### config.mk
export PLATFORM = sky130hd
export DESIGN_NAME = pid_feed_forward_controller
export DESIGN_NICKNAME = d
export VERILOG_FILES = /design/src/sv/pffc_pkg.sv /design/src/sv/pffc_sequencer.sv /design/src/sv/pffc_datapath.sv /design/src/sv/pid_feed_forward_controller.sv
export SDC_FILE = /design/constraint.sdc
export NUM_CORES = 2
export LEC_CHECK = 0
export ABC_AREA = 1
export BUFFER_PORTS_ARGS = -buffer_cell sky130_fd_sc_hd__buf_2
export CAP_MARGIN = 20
export CORE_MARGIN = 5
export CORE_UTILIZATION = 41
export CTS_CLUSTER_DIAMETER = 80
export DETAILED_ROUTE_END_ITERATION = 8
export PLACE_DENSITY = 0.62
export SYNTH_ARGS = -nofsm -noshare
export SYNTH_HDL_FRONTEND = slang
export SYNTH_SLANG_ARGS = --single-unit
### constraint.sdc
create_clock -name aclk -period 10.45 [get_ports aclk]
set_input_delay 1.5675 -clock aclk [delete_from_list [all_inputs] [get_ports aclk]]
set_output_delay 1.5675 -clock aclk [all_outputs]
set_load 0.02 [all_outputs]
### src/sv/pffc_pkg.sv
// ----------------------------------------------------------------------------
// pffc_pkg - shared types and constants of the PID feed-forward controller
// Fixed-point formats, microcode word layout, opcode and register codes.
// ----------------------------------------------------------------------------
package pffc_pkg;

    // Q16.16 data, unsigned Q8.16 time step
    localparam int DATA_W    = 32;
    localparam int FRAC_W    = 16;
    localparam int DT_W      = 8 + FRAC_W;
    localparam int PROD_W    = 2 * DATA_W;
    localparam int ACC_W     = DATA_W + FRAC_W + 4;
    localparam int DIV_W     = DATA_W + 1 + FRAC_W;
    localparam int CNT_W     = $clog2(DIV_W);
    localparam int OP_W      = 2;
    localparam int CLAMP_W   = 2;
    localparam int CFG_IDX_W = 3;
    localparam int STEP_W    = 4;

    // stream word layouts
    localparam int S_TDATA_W = 3 * DATA_W + DT_W;
    localparam int M_TDATA_W = 2 * DATA_W;

    typedef logic signed [DATA_W-1:0] data_t;

    localparam data_t VAL_HI = {1'b0, {(DATA_W-1){1'b1}}};
    localparam data_t VAL_LO = {1'b1, {(DATA_W-1){1'b0}}};
    localparam logic signed [PROD_W-1:0] SAT_HI = PROD_W'(VAL_HI);
    localparam logic signed [PROD_W-1:0] SAT_LO = PROD_W'(VAL_LO);

    // quotient magnitude limits for the positive and negative rate
    localparam logic [DIV_W-1:0] Q_POS_MAX =
        {{(DIV_W-DATA_W+1){1'b0}}, {(DATA_W-1){1'b1}}};
    localparam logic [DIV_W-1:0] Q_NEG_MAX =
        {{(DIV_W-DATA_W){1'b0}}, 1'b1, {(DATA_W-1){1'b0}}};

    // operation codes; the unused code behaves as clear
    localparam logic [OP_W-1:0] OP_UPDATE   = 2'd0;
    localparam logic [OP_W-1:0] OP_SUPPLIED = 2'd1;
    localparam logic [OP_W-1:0] OP_CLEAR    = 2'd2;

    // clamp status codes
    localparam logic [CLAMP_W-1:0] CLAMP_NONE = 2'd0;
    localparam logic [CLAMP_W-1:0] CLAMP_MAX  = 2'd1;
    localparam logic [CLAMP_W-1:0] CLAMP_MIN  = 2'd2;

    // register indexes
    localparam logic [CFG_IDX_W-1:0] REG_PROP_GAIN  = 3'd0;
    localparam logic [CFG_IDX_W-1:0] REG_INTEG_GAIN = 3'd1;
    localparam logic [CFG_IDX_W-1:0] REG_DERIV_GAIN = 3'd2;
    localparam logic [CFG_IDX_W-1:0] REG_FF_GAIN    = 3'd3;
    localparam logic [CFG_IDX_W-1:0] REG_OUT_MIN    = 3'd4;
    localparam logic [CFG_IDX_W-1:0] REG_OUT_MAX    = 3'd5;

    // microprogram addresses
    typedef enum logic [STEP_W-1:0] {
        ST_IDLE, ST_DISPATCH, ST_CHKSUP, ST_DIFF, ST_DIVSTEP, ST_DIVEND,
        ST_MUL_EDT, ST_TSAT, ST_MUL_KIT, ST_INTEG, ST_MUL_KPE, ST_MUL_KDD,
        ST_MUL_KFR, ST_ACC, ST_DONE, ST_CLEAR
    } step_t;

    typedef enum logic [2:0] {
        COND_NEVER, COND_ALWAYS, COND_START, COND_CLEAR, COND_SUPPLIED,
        COND_CNT_ZERO, COND_OUT_FREE
    } cond_t;

    typedef enum logic [2:0] {
        MUL_NONE, MUL_EDT, MUL_KIT, MUL_KPE, MUL_KDD, MUL_KFR
    } mul_sel_t;

    typedef enum logic [1:0] {
        ACC_HOLD, ACC_LOAD, ACC_ADD
    } acc_op_t;

    typedef enum logic [2:0] {
        DP_NONE, DP_DIV_INIT, DP_DIV_STEP, DP_RATE, DP_TSAT, DP_INTEG,
        DP_CLEAR, DP_DONE
    } dp_op_t;

    typedef struct packed {
        mul_sel_t mul;
        acc_op_t  acc;
        dp_op_t   op;
    } dp_ctrl_t;

    typedef struct packed {
        cond_t    cond;
        step_t    target;
        logic     hold;
        logic     cnt_load;
        dp_ctrl_t ctrl;
    } ucode_t;

    typedef struct packed {
        logic is_clear;
        logic is_supplied;
    } dp_flags_t;

    typedef struct packed {
        logic idle;
        logic push;
    } seq_stat_t;

    typedef struct packed {
        data_t prop_gain;
        data_t integ_gain;
        data_t deriv_gain;
        data_t ff_gain;
        data_t out_min;
        data_t out_max;
    } cfg_t;

    typedef struct packed {
        logic [OP_W-1:0] operation;
        data_t           err_value;
        data_t           err_rate;
        data_t           ff_reference;
        logic [DT_W-1:0] time_step;
    } item_t;

    typedef struct packed {
        data_t              drive;
        logic [CLAMP_W-1:0] clamped;
        data_t              integ_value;
    } result_t;

    // saturate a wide signed value to the data range
    function automatic data_t sat_data(input logic signed [PROD_W-1:0] v);
        data_t r;
        if (v > SAT_HI) begin
            r = VAL_HI;
        end else if (v < SAT_LO) begin
            r = VAL_LO;
        end else begin
            r = v[DATA_W-1:0];
        end
        return r;
    endfunction

endpackage

### src/sv/pffc_sequencer.sv
// ----------------------------------------------------------------------------
// pffc_sequencer - microprogram store, step counter and loop counter
// One control word per step; conditional jumps, hold-in-place and a
// loop counter for the bit-serial divide.
// ----------------------------------------------------------------------------
module pffc_sequencer (
    input  logic                 aclk,
    input  logic                 aresetn,
    input  logic                 start,
    input  logic                 out_free,
    input  pffc_pkg::dp_flags_t  flags,
    output pffc_pkg::dp_ctrl_t   ctrl,
    output pffc_pkg::seq_stat_t  stat
);
    import pffc_pkg::*;

    step_t            pc_reg, pc_next;
    logic [CNT_W-1:0] cnt_reg, cnt_next;
    ucode_t           uw;
    logic             cond_hit;

    function automatic ucode_t mk(input cond_t c, input step_t tgt, input logic hold,
                                  input logic cl, input mul_sel_t m, input acc_op_t a,
                                  input dp_op_t o);
        ucode_t w;
        w.cond      = c;
        w.target    = tgt;
        w.hold      = hold;
        w.cnt_load  = cl;
        w.ctrl.mul  = m;
        w.ctrl.acc  = a;
        w.ctrl.op   = o;
        return w;
    endfunction

    // microprogram
    always_comb begin
        unique case (pc_reg)
            ST_IDLE:     uw = mk(COND_START, ST_DISPATCH, 1'b1, 1'b0,
                                 MUL_NONE, ACC_HOLD, DP_NONE);
            ST_DISPATCH: uw = mk(COND_CLEAR, ST_CLEAR, 1'b0, 1'b0,
                                 MUL_NONE, ACC_HOLD, DP_NONE);
            ST_CHKSUP:   uw = mk(COND_SUPPLIED, ST_MUL_EDT, 1'b0, 1'b0,
                                 MUL_NONE, ACC_HOLD, DP_NONE);
            ST_DIFF:     uw = mk(COND_NEVER, ST_IDLE, 1'b0, 1'b1,
                                 MUL_NONE, ACC_HOLD, DP_DIV_INIT);
            ST_DIVSTEP:  uw = mk(COND_CNT_ZERO, ST_DIVEND, 1'b1, 1'b0,
                                 MUL_NONE, ACC_HOLD, DP_DIV_STEP);
            ST_DIVEND:   uw = mk(COND_NEVER, ST_IDLE, 1'b0, 1'b0,
                                 MUL_NONE, ACC_HOLD, DP_RATE);
            ST_MUL_EDT:  uw = mk(COND_NEVER, ST_IDLE, 1'b0, 1'b0,
                                 MUL_EDT, ACC_HOLD, DP_NONE);
            ST_TSAT:     uw = mk(COND_NEVER, ST_IDLE, 1'b0, 1'b0,
                                 MUL_NONE, ACC_HOLD, DP_TSAT);
            ST_MUL_KIT:  uw = mk(COND_NEVER, ST_IDLE, 1'b0, 1'b0,
                                 MUL_KIT, ACC_HOLD, DP_NONE);
            ST_INTEG:    uw = mk(COND_NEVER, ST_IDLE, 1'b0, 1'b0,
                                 MUL_NONE, ACC_HOLD, DP_INTEG);
            ST_MUL_KPE:  uw = mk(COND_NEVER, ST_IDLE, 1'b0, 1'b0,
                                 MUL_KPE, ACC_LOAD, DP_NONE);
            ST_MUL_KDD:  uw = mk(COND_NEVER, ST_IDLE, 1'b0, 1'b0,
                                 MUL_KDD, ACC_ADD, DP_NONE);
            ST_MUL_KFR:  uw = mk(COND_NEVER, ST_IDLE, 1'b0, 1'b0,
                                 MUL_KFR, ACC_ADD, DP_NONE);
            ST_ACC:      uw = mk(COND_NEVER, ST_IDLE, 1'b0, 1'b0,
                                 MUL_NONE, ACC_ADD, DP_NONE);
            ST_DONE:     uw = mk(COND_OUT_FREE, ST_IDLE, 1'b1, 1'b0,
                                 MUL_NONE, ACC_HOLD, DP_DONE);
            ST_CLEAR:    uw = mk(COND_ALWAYS, ST_DONE, 1'b0, 1'b0,
                                 MUL_NONE, ACC_HOLD, DP_CLEAR);
            default:     uw = mk(COND_ALWAYS, ST_IDLE, 1'b0, 1'b0,
                                 MUL_NONE, ACC_HOLD, DP_NONE);
        endcase
    end

    always_comb begin
        unique case (uw.cond)
            COND_NEVER:    cond_hit = 1'b0;
            COND_ALWAYS:   cond_hit = 1'b1;
            COND_START:    cond_hit = start;
            COND_CLEAR:    cond_hit = flags.is_clear;
            COND_SUPPLIED: cond_hit = flags.is_supplied;
            COND_CNT_ZERO: cond_hit = (cnt_reg == '0);
            COND_OUT_FREE: cond_hit = out_free;
            default:       cond_hit = 1'b0;
        endcase
    end

    always_comb begin
        if (cond_hit) begin
            pc_next = uw.target;
        end else if (uw.hold) begin
            pc_next = pc_reg;
        end else begin
            pc_next = step_t'(pc_reg + STEP_W'(1));
        end

        if (uw.cnt_load) begin
            cnt_next = CNT_W'(DIV_W - 1);
        end else if ((uw.cond == COND_CNT_ZERO) && (cnt_reg != '0)) begin
            cnt_next = cnt_reg - CNT_W'(1);
        end else begin
            cnt_next = cnt_reg;
        end

        ctrl      = uw.ctrl;
        stat.idle = (pc_reg == ST_IDLE);
        stat.push = (uw.ctrl.op == DP_DONE) && out_free;
    end

    always_ff @(posedge aclk) begin
        if (!aresetn) begin
            pc_reg  <= ST_IDLE;
            cnt_reg <= '0;
        end else begin
            pc_reg  <= pc_next;
            cnt_reg <= cnt_next;
        end
    end

endmodule

### src/sv/pffc_datapath.sv
// ----------------------------------------------------------------------------
// pffc_datapath - operand registers, shared multiplier, restoring divider,
// sum accumulator and output clamp, driven by the microcode control word.
// ----------------------------------------------------------------------------
module pffc_datapath (
    input  logic                aclk,
    input  logic                aresetn,
    input  logic                load,
    input  pffc_pkg::item_t     item,
    input  pffc_pkg::cfg_t      cfg,
    input  pffc_pkg::dp_ctrl_t  ctrl,
    output pffc_pkg::dp_flags_t flags,
    output pffc_pkg::result_t   result
);
    import pffc_pkg::*;

    logic [OP_W-1:0]           op_reg;
    data_t                     e_reg, de_reg, ref_reg, t_reg;
    logic [DT_W-1:0]           dt_reg;
    data_t                     last_err_reg, integ_reg;
    logic signed [PROD_W-1:0]  prod_reg;
    logic signed [ACC_W-1:0]   acc_reg;
    logic [DIV_W-1:0]          num_reg;
    logic [DT_W-1:0]           rem_reg;
    logic                      neg_reg, zero_reg;

    logic                      is_clear;
    logic [DATA_W:0]           diff_u, diff_mag;
    logic [DT_W:0]             trial, trial_sub, dt_ext;
    logic                      q_bit;
    logic [DT_W-1:0]           rem_next;
    data_t                     rate_next;
    data_t                     mul_a, mul_b;
    logic signed [PROD_W-1:0]  mul_p, prod_sh, integ_sum;
    logic signed [ACC_W-1:0]   clip, max_e, min_e;
    logic [CLAMP_W-1:0]        flag;

    assign is_clear          = (op_reg != OP_UPDATE) && (op_reg != OP_SUPPLIED);
    assign flags.is_clear    = is_clear;
    assign flags.is_supplied = (op_reg == OP_SUPPLIED);

    // error difference at full precision, magnitude for the divider
    assign diff_u   = {e_reg[DATA_W-1], e_reg} - {last_err_reg[DATA_W-1], last_err_reg};
    assign diff_mag = diff_u[DATA_W] ? (~diff_u + 1'b1) : diff_u;

    // one restoring divide step; a zero divisor yields an all-ones quotient
    assign dt_ext    = {1'b0, dt_reg};
    assign trial     = {rem_reg, num_reg[DIV_W-1]};
    assign trial_sub = trial - dt_ext;
    assign q_bit     = (trial >= dt_ext);
    assign rem_next  = q_bit ? trial_sub[DT_W-1:0] : trial[DT_W-1:0];

    // signed, saturated rate from quotient magnitude
    always_comb begin
        if (zero_reg) begin
            rate_next = '0;
        end else if (!neg_reg) begin
            rate_next = (num_reg > Q_POS_MAX) ? VAL_HI : data_t'(num_reg[DATA_W-1:0]);
        end else begin
            rate_next = (num_reg > Q_NEG_MAX) ? VAL_LO
                                              : data_t'(~num_reg[DATA_W-1:0] + 1'b1);
        end
    end

    // shared multiplier operand select
    always_comb begin
        unique case (ctrl.mul)
            MUL_EDT: begin
                mul_a = e_reg;
                mul_b = data_t'({{(DATA_W-DT_W){1'b0}}, dt_reg});
            end
            MUL_KIT: begin
                mul_a = cfg.integ_gain;
                mul_b = t_reg;
            end
            MUL_KPE: begin
                mul_a = cfg.prop_gain;
                mul_b = e_reg;
            end
            MUL_KDD: begin
                mul_a = cfg.deriv_gain;
                mul_b = de_reg;
            end
            MUL_KFR: begin
                mul_a = cfg.ff_gain;
                mul_b = ref_reg;
            end
            default: begin
                mul_a = '0;
                mul_b = '0;
            end
        endcase
    end

    assign mul_p     = mul_a * mul_b;
    assign prod_sh   = prod_reg >>> FRAC_W;   // floor by 2^FRAC_W
    assign integ_sum = PROD_W'(integ_reg) + prod_sh;

    // clamp: max first, then min
    assign max_e = ACC_W'(cfg.out_max);
    assign min_e = ACC_W'(cfg.out_min);
    always_comb begin
        clip = acc_reg;
        flag = CLAMP_NONE;
        if (clip > max_e) begin
            clip = max_e;
            flag = CLAMP_MAX;
        end
        if (clip < min_e) begin
            clip = min_e;
            flag = CLAMP_MIN;
        end
        if (is_clear) begin
            result.drive       = '0;
            result.clamped     = CLAMP_NONE;
            result.integ_value = '0;
        end else begin
            result.drive       = clip[DATA_W-1:0];
            result.clamped     = flag;
            result.integ_value = integ_reg;
        end
    end

    // working registers
    always_ff @(posedge aclk) begin
        if (load) begin
            op_reg  <= item.operation;
            e_reg   <= item.err_value;
            de_reg  <= item.err_rate;
            ref_reg <= item.ff_reference;
            dt_reg  <= item.time_step;
        end
        if (ctrl.mul != MUL_NONE) begin
            prod_reg <= mul_p;
        end
        unique case (ctrl.acc)
            ACC_LOAD: acc_reg <= ACC_W'(integ_reg);
            ACC_ADD:  acc_reg <= acc_reg + ACC_W'(prod_sh);
            default:  ;
        endcase
        unique case (ctrl.op)
            DP_DIV_INIT: begin
                num_reg  <= {diff_mag, {FRAC_W{1'b0}}};
                rem_reg  <= '0;
                neg_reg  <= diff_u[DATA_W];
                zero_reg <= (diff_u == '0);
            end
            DP_DIV_STEP: begin
                num_reg <= {num_reg[DIV_W-2:0], q_bit};
                rem_reg <= rem_next;
            end
            DP_RATE: de_reg <= rate_next;
            DP_TSAT: t_reg  <= sat_data(prod_sh);
            default: ;
        endcase
    end

    // controller state
    always_ff @(posedge aclk) begin
        if (!aresetn) begin
            last_err_reg <= '0;
            integ_reg    <= '0;
        end else begin
            unique case (ctrl.op)
                DP_INTEG: integ_reg    <= sat_data(integ_sum);
                DP_CLEAR: integ_reg    <= '0;
                DP_DONE:  last_err_reg <= is_clear ? '0 : e_reg;
                default:  ;
            endcase
        end
    end

endmodule

### src/sv/pid_feed_forward_controller.sv
// ----------------------------------------------------------------------------
// pid_feed_forward_controller - PID step with feed-forward, signed Q16.16
// Microcoded controller: one shared 32x32 multiplier, a bit-serial divider
// for the computed error rate, saturating integral and clamped output.
// ----------------------------------------------------------------------------
// One word in gives one word out. The block works on one word at a time:
// s_tready is high only while the microsequencer sits in its idle step.
// An update with computed rate (operation 0) first runs the restoring
// divider, which yields one quotient bit per clock; an update with
// supplied rate (operation 1) skips the divider, and its five products
// share the one multiplier; a clear (operation 2 or 3) skips both. The
// result is registered and held until taken; a result that is not taken
// holds the sequencer in its final step. Configuration writes are
// accepted in every cycle (cfg_ready is always high) and should be issued
// only while the block is idle.
// ----------------------------------------------------------------------------
module pid_feed_forward_controller (
    input  logic                              aclk,
    input  logic                              aresetn,
    // input words
    input  logic                              s_tvalid,
    output logic                              s_tready,
    // err_value[31:0], err_rate[63:32], ff_reference[95:64], time_step[119:96]
    input  logic [pffc_pkg::S_TDATA_W-1:0]    s_tdata,
    // operation[1:0]
    input  logic [pffc_pkg::OP_W-1:0]         s_tuser,
    // result words
    output logic                              m_tvalid,
    input  logic                              m_tready,
    // drive[31:0], integ_value[63:32]
    output logic [pffc_pkg::M_TDATA_W-1:0]    m_tdata,
    // clamped[1:0]
    output logic [pffc_pkg::CLAMP_W-1:0]      m_tuser,
    // register writes
    input  logic                              cfg_valid,
    output logic                              cfg_ready,
    input  logic [pffc_pkg::CFG_IDX_W-1:0]    cfg_index,
    input  logic [pffc_pkg::DATA_W-1:0]       cfg_data
);
    import pffc_pkg::*;

    cfg_t                cfg_reg;
    item_t               item;
    result_t             result;
    dp_ctrl_t            ctrl;
    dp_flags_t           flags;
    seq_stat_t           stat;
    logic                accept;
    logic                out_free;

    logic                m_tvalid_reg;
    logic [M_TDATA_W-1:0] m_tdata_reg;
    logic [CLAMP_W-1:0]  m_tuser_reg;

    assign s_tready  = stat.idle;
    assign accept    = s_tvalid && s_tready;
    assign cfg_ready = 1'b1;

    // unpack input word
    assign item.operation    = s_tuser;
    assign item.err_value    = data_t'(s_tdata[DATA_W-1:0]);
    assign item.err_rate     = data_t'(s_tdata[2*DATA_W-1:DATA_W]);
    assign item.ff_reference = data_t'(s_tdata[3*DATA_W-1:2*DATA_W]);
    assign item.time_step    = s_tdata[3*DATA_W+DT_W-1:3*DATA_W];

    // gain and limit registers
    always_ff @(posedge aclk) begin
        if (!aresetn) begin
            cfg_reg.prop_gain  <= '0;
            cfg_reg.integ_gain <= '0;
            cfg_reg.deriv_gain <= '0;
            cfg_reg.ff_gain    <= '0;
            cfg_reg.out_min    <= VAL_LO;
            cfg_reg.out_max    <= VAL_HI;
        end else if (cfg_valid) begin
            unique case (cfg_index)
                REG_PROP_GAIN:  cfg_reg.prop_gain  <= data_t'(cfg_data);
                REG_INTEG_GAIN: cfg_reg.integ_gain <= data_t'(cfg_data);
                REG_DERIV_GAIN: cfg_reg.deriv_gain <= data_t'(cfg_data);
                REG_FF_GAIN:    cfg_reg.ff_gain    <= data_t'(cfg_data);
                REG_OUT_MIN:    cfg_reg.out_min    <= data_t'(cfg_data);
                REG_OUT_MAX:    cfg_reg.out_max    <= data_t'(cfg_data);
                default:        ;   // unmapped index: write dropped
            endcase
        end
    end

    // output register is free when empty or being drained this cycle
    assign out_free = !m_tvalid_reg || m_tready;

    pffc_sequencer u_seq (
        .aclk     (aclk),
        .aresetn  (aresetn),
        .start    (accept),
        .out_free (out_free),
        .flags    (flags),
        .ctrl     (ctrl),
        .stat     (stat)
    );

    pffc_datapath u_dp (
        .aclk     (aclk),
        .aresetn  (aresetn),
        .load     (accept),
        .item     (item),
        .cfg      (cfg_reg),
        .ctrl     (ctrl),
        .flags    (flags),
        .result   (result)
    );

    // result word register
    always_ff @(posedge aclk) begin
        if (!aresetn) begin
            m_tvalid_reg <= 1'b0;
        end else if (stat.push) begin
            m_tvalid_reg <= 1'b1;
        end else if (m_tready) begin
            m_tvalid_reg <= 1'b0;
        end
    end

    always_ff @(posedge aclk) begin
        if (stat.push) begin
            m_tdata_reg <= {result.integ_value, result.drive};
            m_tuser_reg <= result.clamped;
        end
    end

    assign m_tvalid = m_tvalid_reg;
    assign m_tdata  = m_tdata_reg;
    assign m_tuser  = m_tuser_reg;

endmodule

==> key figures <==
Setup path
  • CP Class: flip-flop to flip-flop
  • Critical-path top delay cell: clkinv_1
  • Most common cell on crit path: fa_1
  • CP max FO: 39
  • CP startpoint kind: flip-flop
  • CP max stage delay: 1.00 ns
  • Critical path arrival: 10.43 ns
  • CP Capture Type: flip-flop
  • CP Data Required Time: about 11 ns
  • Reg2Reg Setup Slack: 0.51 ns

Floorplanning
  • Core ar.: 187,000 sq um
  • I/O pin cnt: about 230
  • Initial Util: 0.411
  • Die Y: between 400 and 500 microns
  • Die Area: roughly 200,000 sq um
  • Site row count: 159
  • Die width: around 440 microns

Route
  • First drt pass iteration count: 7
  • Total number of vias: between 60,000 and 70,000
  • WL final: 291,000 microns
  • Residual DRC count: 0
  • First DRT Iteration DRCs: between 6,000 and 7,000
  • Routed wire per std cell: approximately 24 microns
  • Routed Antenna Nets: 0
  • Via density: 5.47

Global route
  • Grt total ovfl: 0
  • First-pass GRT wire length: 430,000 microns
  • Antenna violations before repair: 9
  • Vias in the first global route: approximately 66,000
  • Gr usage total: 0.290
  • Pin count of the biggest net entering global routing: 134

STA
  • Hold Fails Final Rpt: 0
  • Final max-slew violation count: 0
  • Fin crit share: 0.952
  • Highest clock rate: a little over 100 MHz
  • Rel. slew slack: 0.213
  • Worst Hold Slack: between 0.4 and 0.5 ns
  • Worst-Margin Slew: 1.17 ns
  • RSZ-0062 raised after global routing: no
  • Fin Clk Skew: approximately 0.029 ns
  • Post-route minimum period: approximately 9.9 ns
  • Setup TNS: 0 ns
  • Final setup violating endpoints: 0

Power
  • P_leak: slightly below 40 nW
  • Pwr/cell area: 202 nW/um^2
  • Worst VDD drop: between 0.15 and 0.2 mV

Synthesis
  • Post-synth EDFFs: about 400
  • Area contributors post-synth: fa_1 (28%), edfxtp_1 (15%), inv_1 (8.7%)
  • Synthesized cell area: ~77,000 sq um
  • Ys async rst share: 0
  • Yosys top cell area share: 0.282
  • Avg Cell Area, Syn: approximately 8 sq um
  • Top post-synthesis cells by count: inv_1 (1,795), nand2_1 (1,605), nor2_1 (1,195)
  • Yosys Warn Count: 0
  • Synth Instances: 9,408
  • Sequential area share after synthesis: 0.228
  • Largest area contributor in the netlist: fa_1
  • Cell with the most instances after synthesis: inv_1
  • Synth Net Count: 11,100
  • #FFs+latches synth: ~680
  • Top FF cell, synth: edfxtp_1
  • Unique cell type count in the Yosys netlist: between 70 and 80

Run status
  • Outcome: complete, no violations

Final layout
  • Final Core Density: 0.450
  • Final net count: between 10,000 and 15,000
  • Syn-to-layout area delta: 9.46%
  • Share of cells above drive strength 1: 0.0740
  • Post-route cell area: between 80,000 and 90,000 sq um
  • FILL cells: 18,700
  • Number of flip-flops under the largest register name: ~190

Job
  • Number of max-cap violations: 0

CTS
  • CTS tree: yes
  • Setup bufs post-CTS: 0
  • Worst-skew pair later-pin latency: 0.69 ns
  • PostCTS Resize Cnt: 0
  • H-Tree Level Count: 3
  • Clock Sinks: about 680
  • # hold bufs at CTS: 0
  • Worst-path clk slew: 0.06 ns
  • Root Buffer: clkbuf_16
  • CTS Buffer Depth: 3
  • Clock buffer count from CTS: 77

Placed design
  • Gpl congestion: 1.02
  • Placed Area: approximately 80,000 sq um
  • Detail Placement HPWL: roughly 230,000 microns
  • IO buf count: approximately 230

Min path
  • Worst Hold Class: flip-flop to flip-flop
==> where the power goes <==
part	total, mW	internal, mW	switching, mW
clock network	2.83	1.60	1.23
registers	4.47	3.66	0.816
logic	9.72	2.93	6.80
==> final cells by class <==
cell class	count	area (sq um)	area share
multi-input cells	6516	51300	0.609
flip-flops and latches	679	17500	0.208
diodes	6	15.0	0.000178
inverters	1859	6980	0.0828
clock buffers	102	2150	0.0255
well taps	2495	3120	0.0370
repair buffers	426	2710	0.0321
clock inverters	38	432	0.00512
==> metrics by stage <==
stage / total power, mW / cells / worst slack (ns)
6_report: 17.0 / 12100 / 0.507
5_1_grt: 18.0 / 12100 / 0.215
4_1_cts: 16.9 / 12100 / 0.765
3_5_place_dp: 14.0 / 12000 / 0.763
3_3_place_gp: 13.9 / 12000 / 0.815
2_1_floorplan: 10.2 / 9408 / 1.93
==> metal layers <==
layer | up-vias | GRT usage | part of all wire
li1 | 29900 | - | -
met1 | 32700 | 0.394 | 0.42
met5 | - | 0 | 0.00011
met3 | 585 | 0.0646 | 0.093
met2 | 3055 | 0.450 | 0.44
met4 | 4 | 0.118 | 0.050
==> path summary, 6_finish.rpt <==
kind | end | cells past startpoint | from
setup / recovery | u_dp.prod_reg[59] | 33 | u_seq.uw[5]
hold / removal | cfg_reg[69] | 2 | cfg_reg[69]
setup reg to reg | u_dp.prod_reg[59] | 33 | u_seq.uw[5]
hold reg to reg | cfg_reg[69] | 2 | cfg_reg[69]
==> critical path, delay by kind of cell (launching register included) <==
family,cells,cell delay [ns]
compound gates,2,0.41
xor+xnor,1,0.24
fa+ha+maj,9,4.39
flops,1,0.40
buf+inv,9,2.04
simple gates,12,2.24
==> layout by cell type, fill, tap and decap left out, types with 16 or more instances in the layout <==
cell and instances:
xnor2_1 73, o31ai_1 16, edfxtp_1 395, nor3_2 38, a22o_1 34, dfxtp_1 284, a21oi_1 540, nand4_1 96
buf_2 228, fa_1 1085, o22ai_1 35, nor4_1 35, nand2_1 1604, a211oi_1 52, clkinv_1 28, nand3_1 192
a31oi_1 37, inv_2 44, buf_4 192, o21ai_1 29, o211ai_1 43, a21o_1 23, nor2_1 1173, clkbuf_16 79
xor2_1 138, nor2_2 27, ha_1 449, o21ai_0 523, a22oi_1 49, o21bai_1 22, inv_1 1793, nor3_1 60
==> cell families (layout without fill, tap and decap cells) <==
logic type               count (synthesis)  after routing  share of synthesized area
other                                    1              7                  0.0000487
adder cells (fa/ha/maj)               1534           1534                      0.355
multiplexers                             1              1                   0.000130
AND/OR/NAND/NOR                       3277           3277                      0.173
flip-flops                             679            679                      0.228
buffers and inverters                 2213           2425                      0.109
AO/OA/AOI/OAI                         1490           1490                      0.111
XOR/XNOR                               213            213                     0.0244
Note: power is estimated with default switching activity, not from simulation.
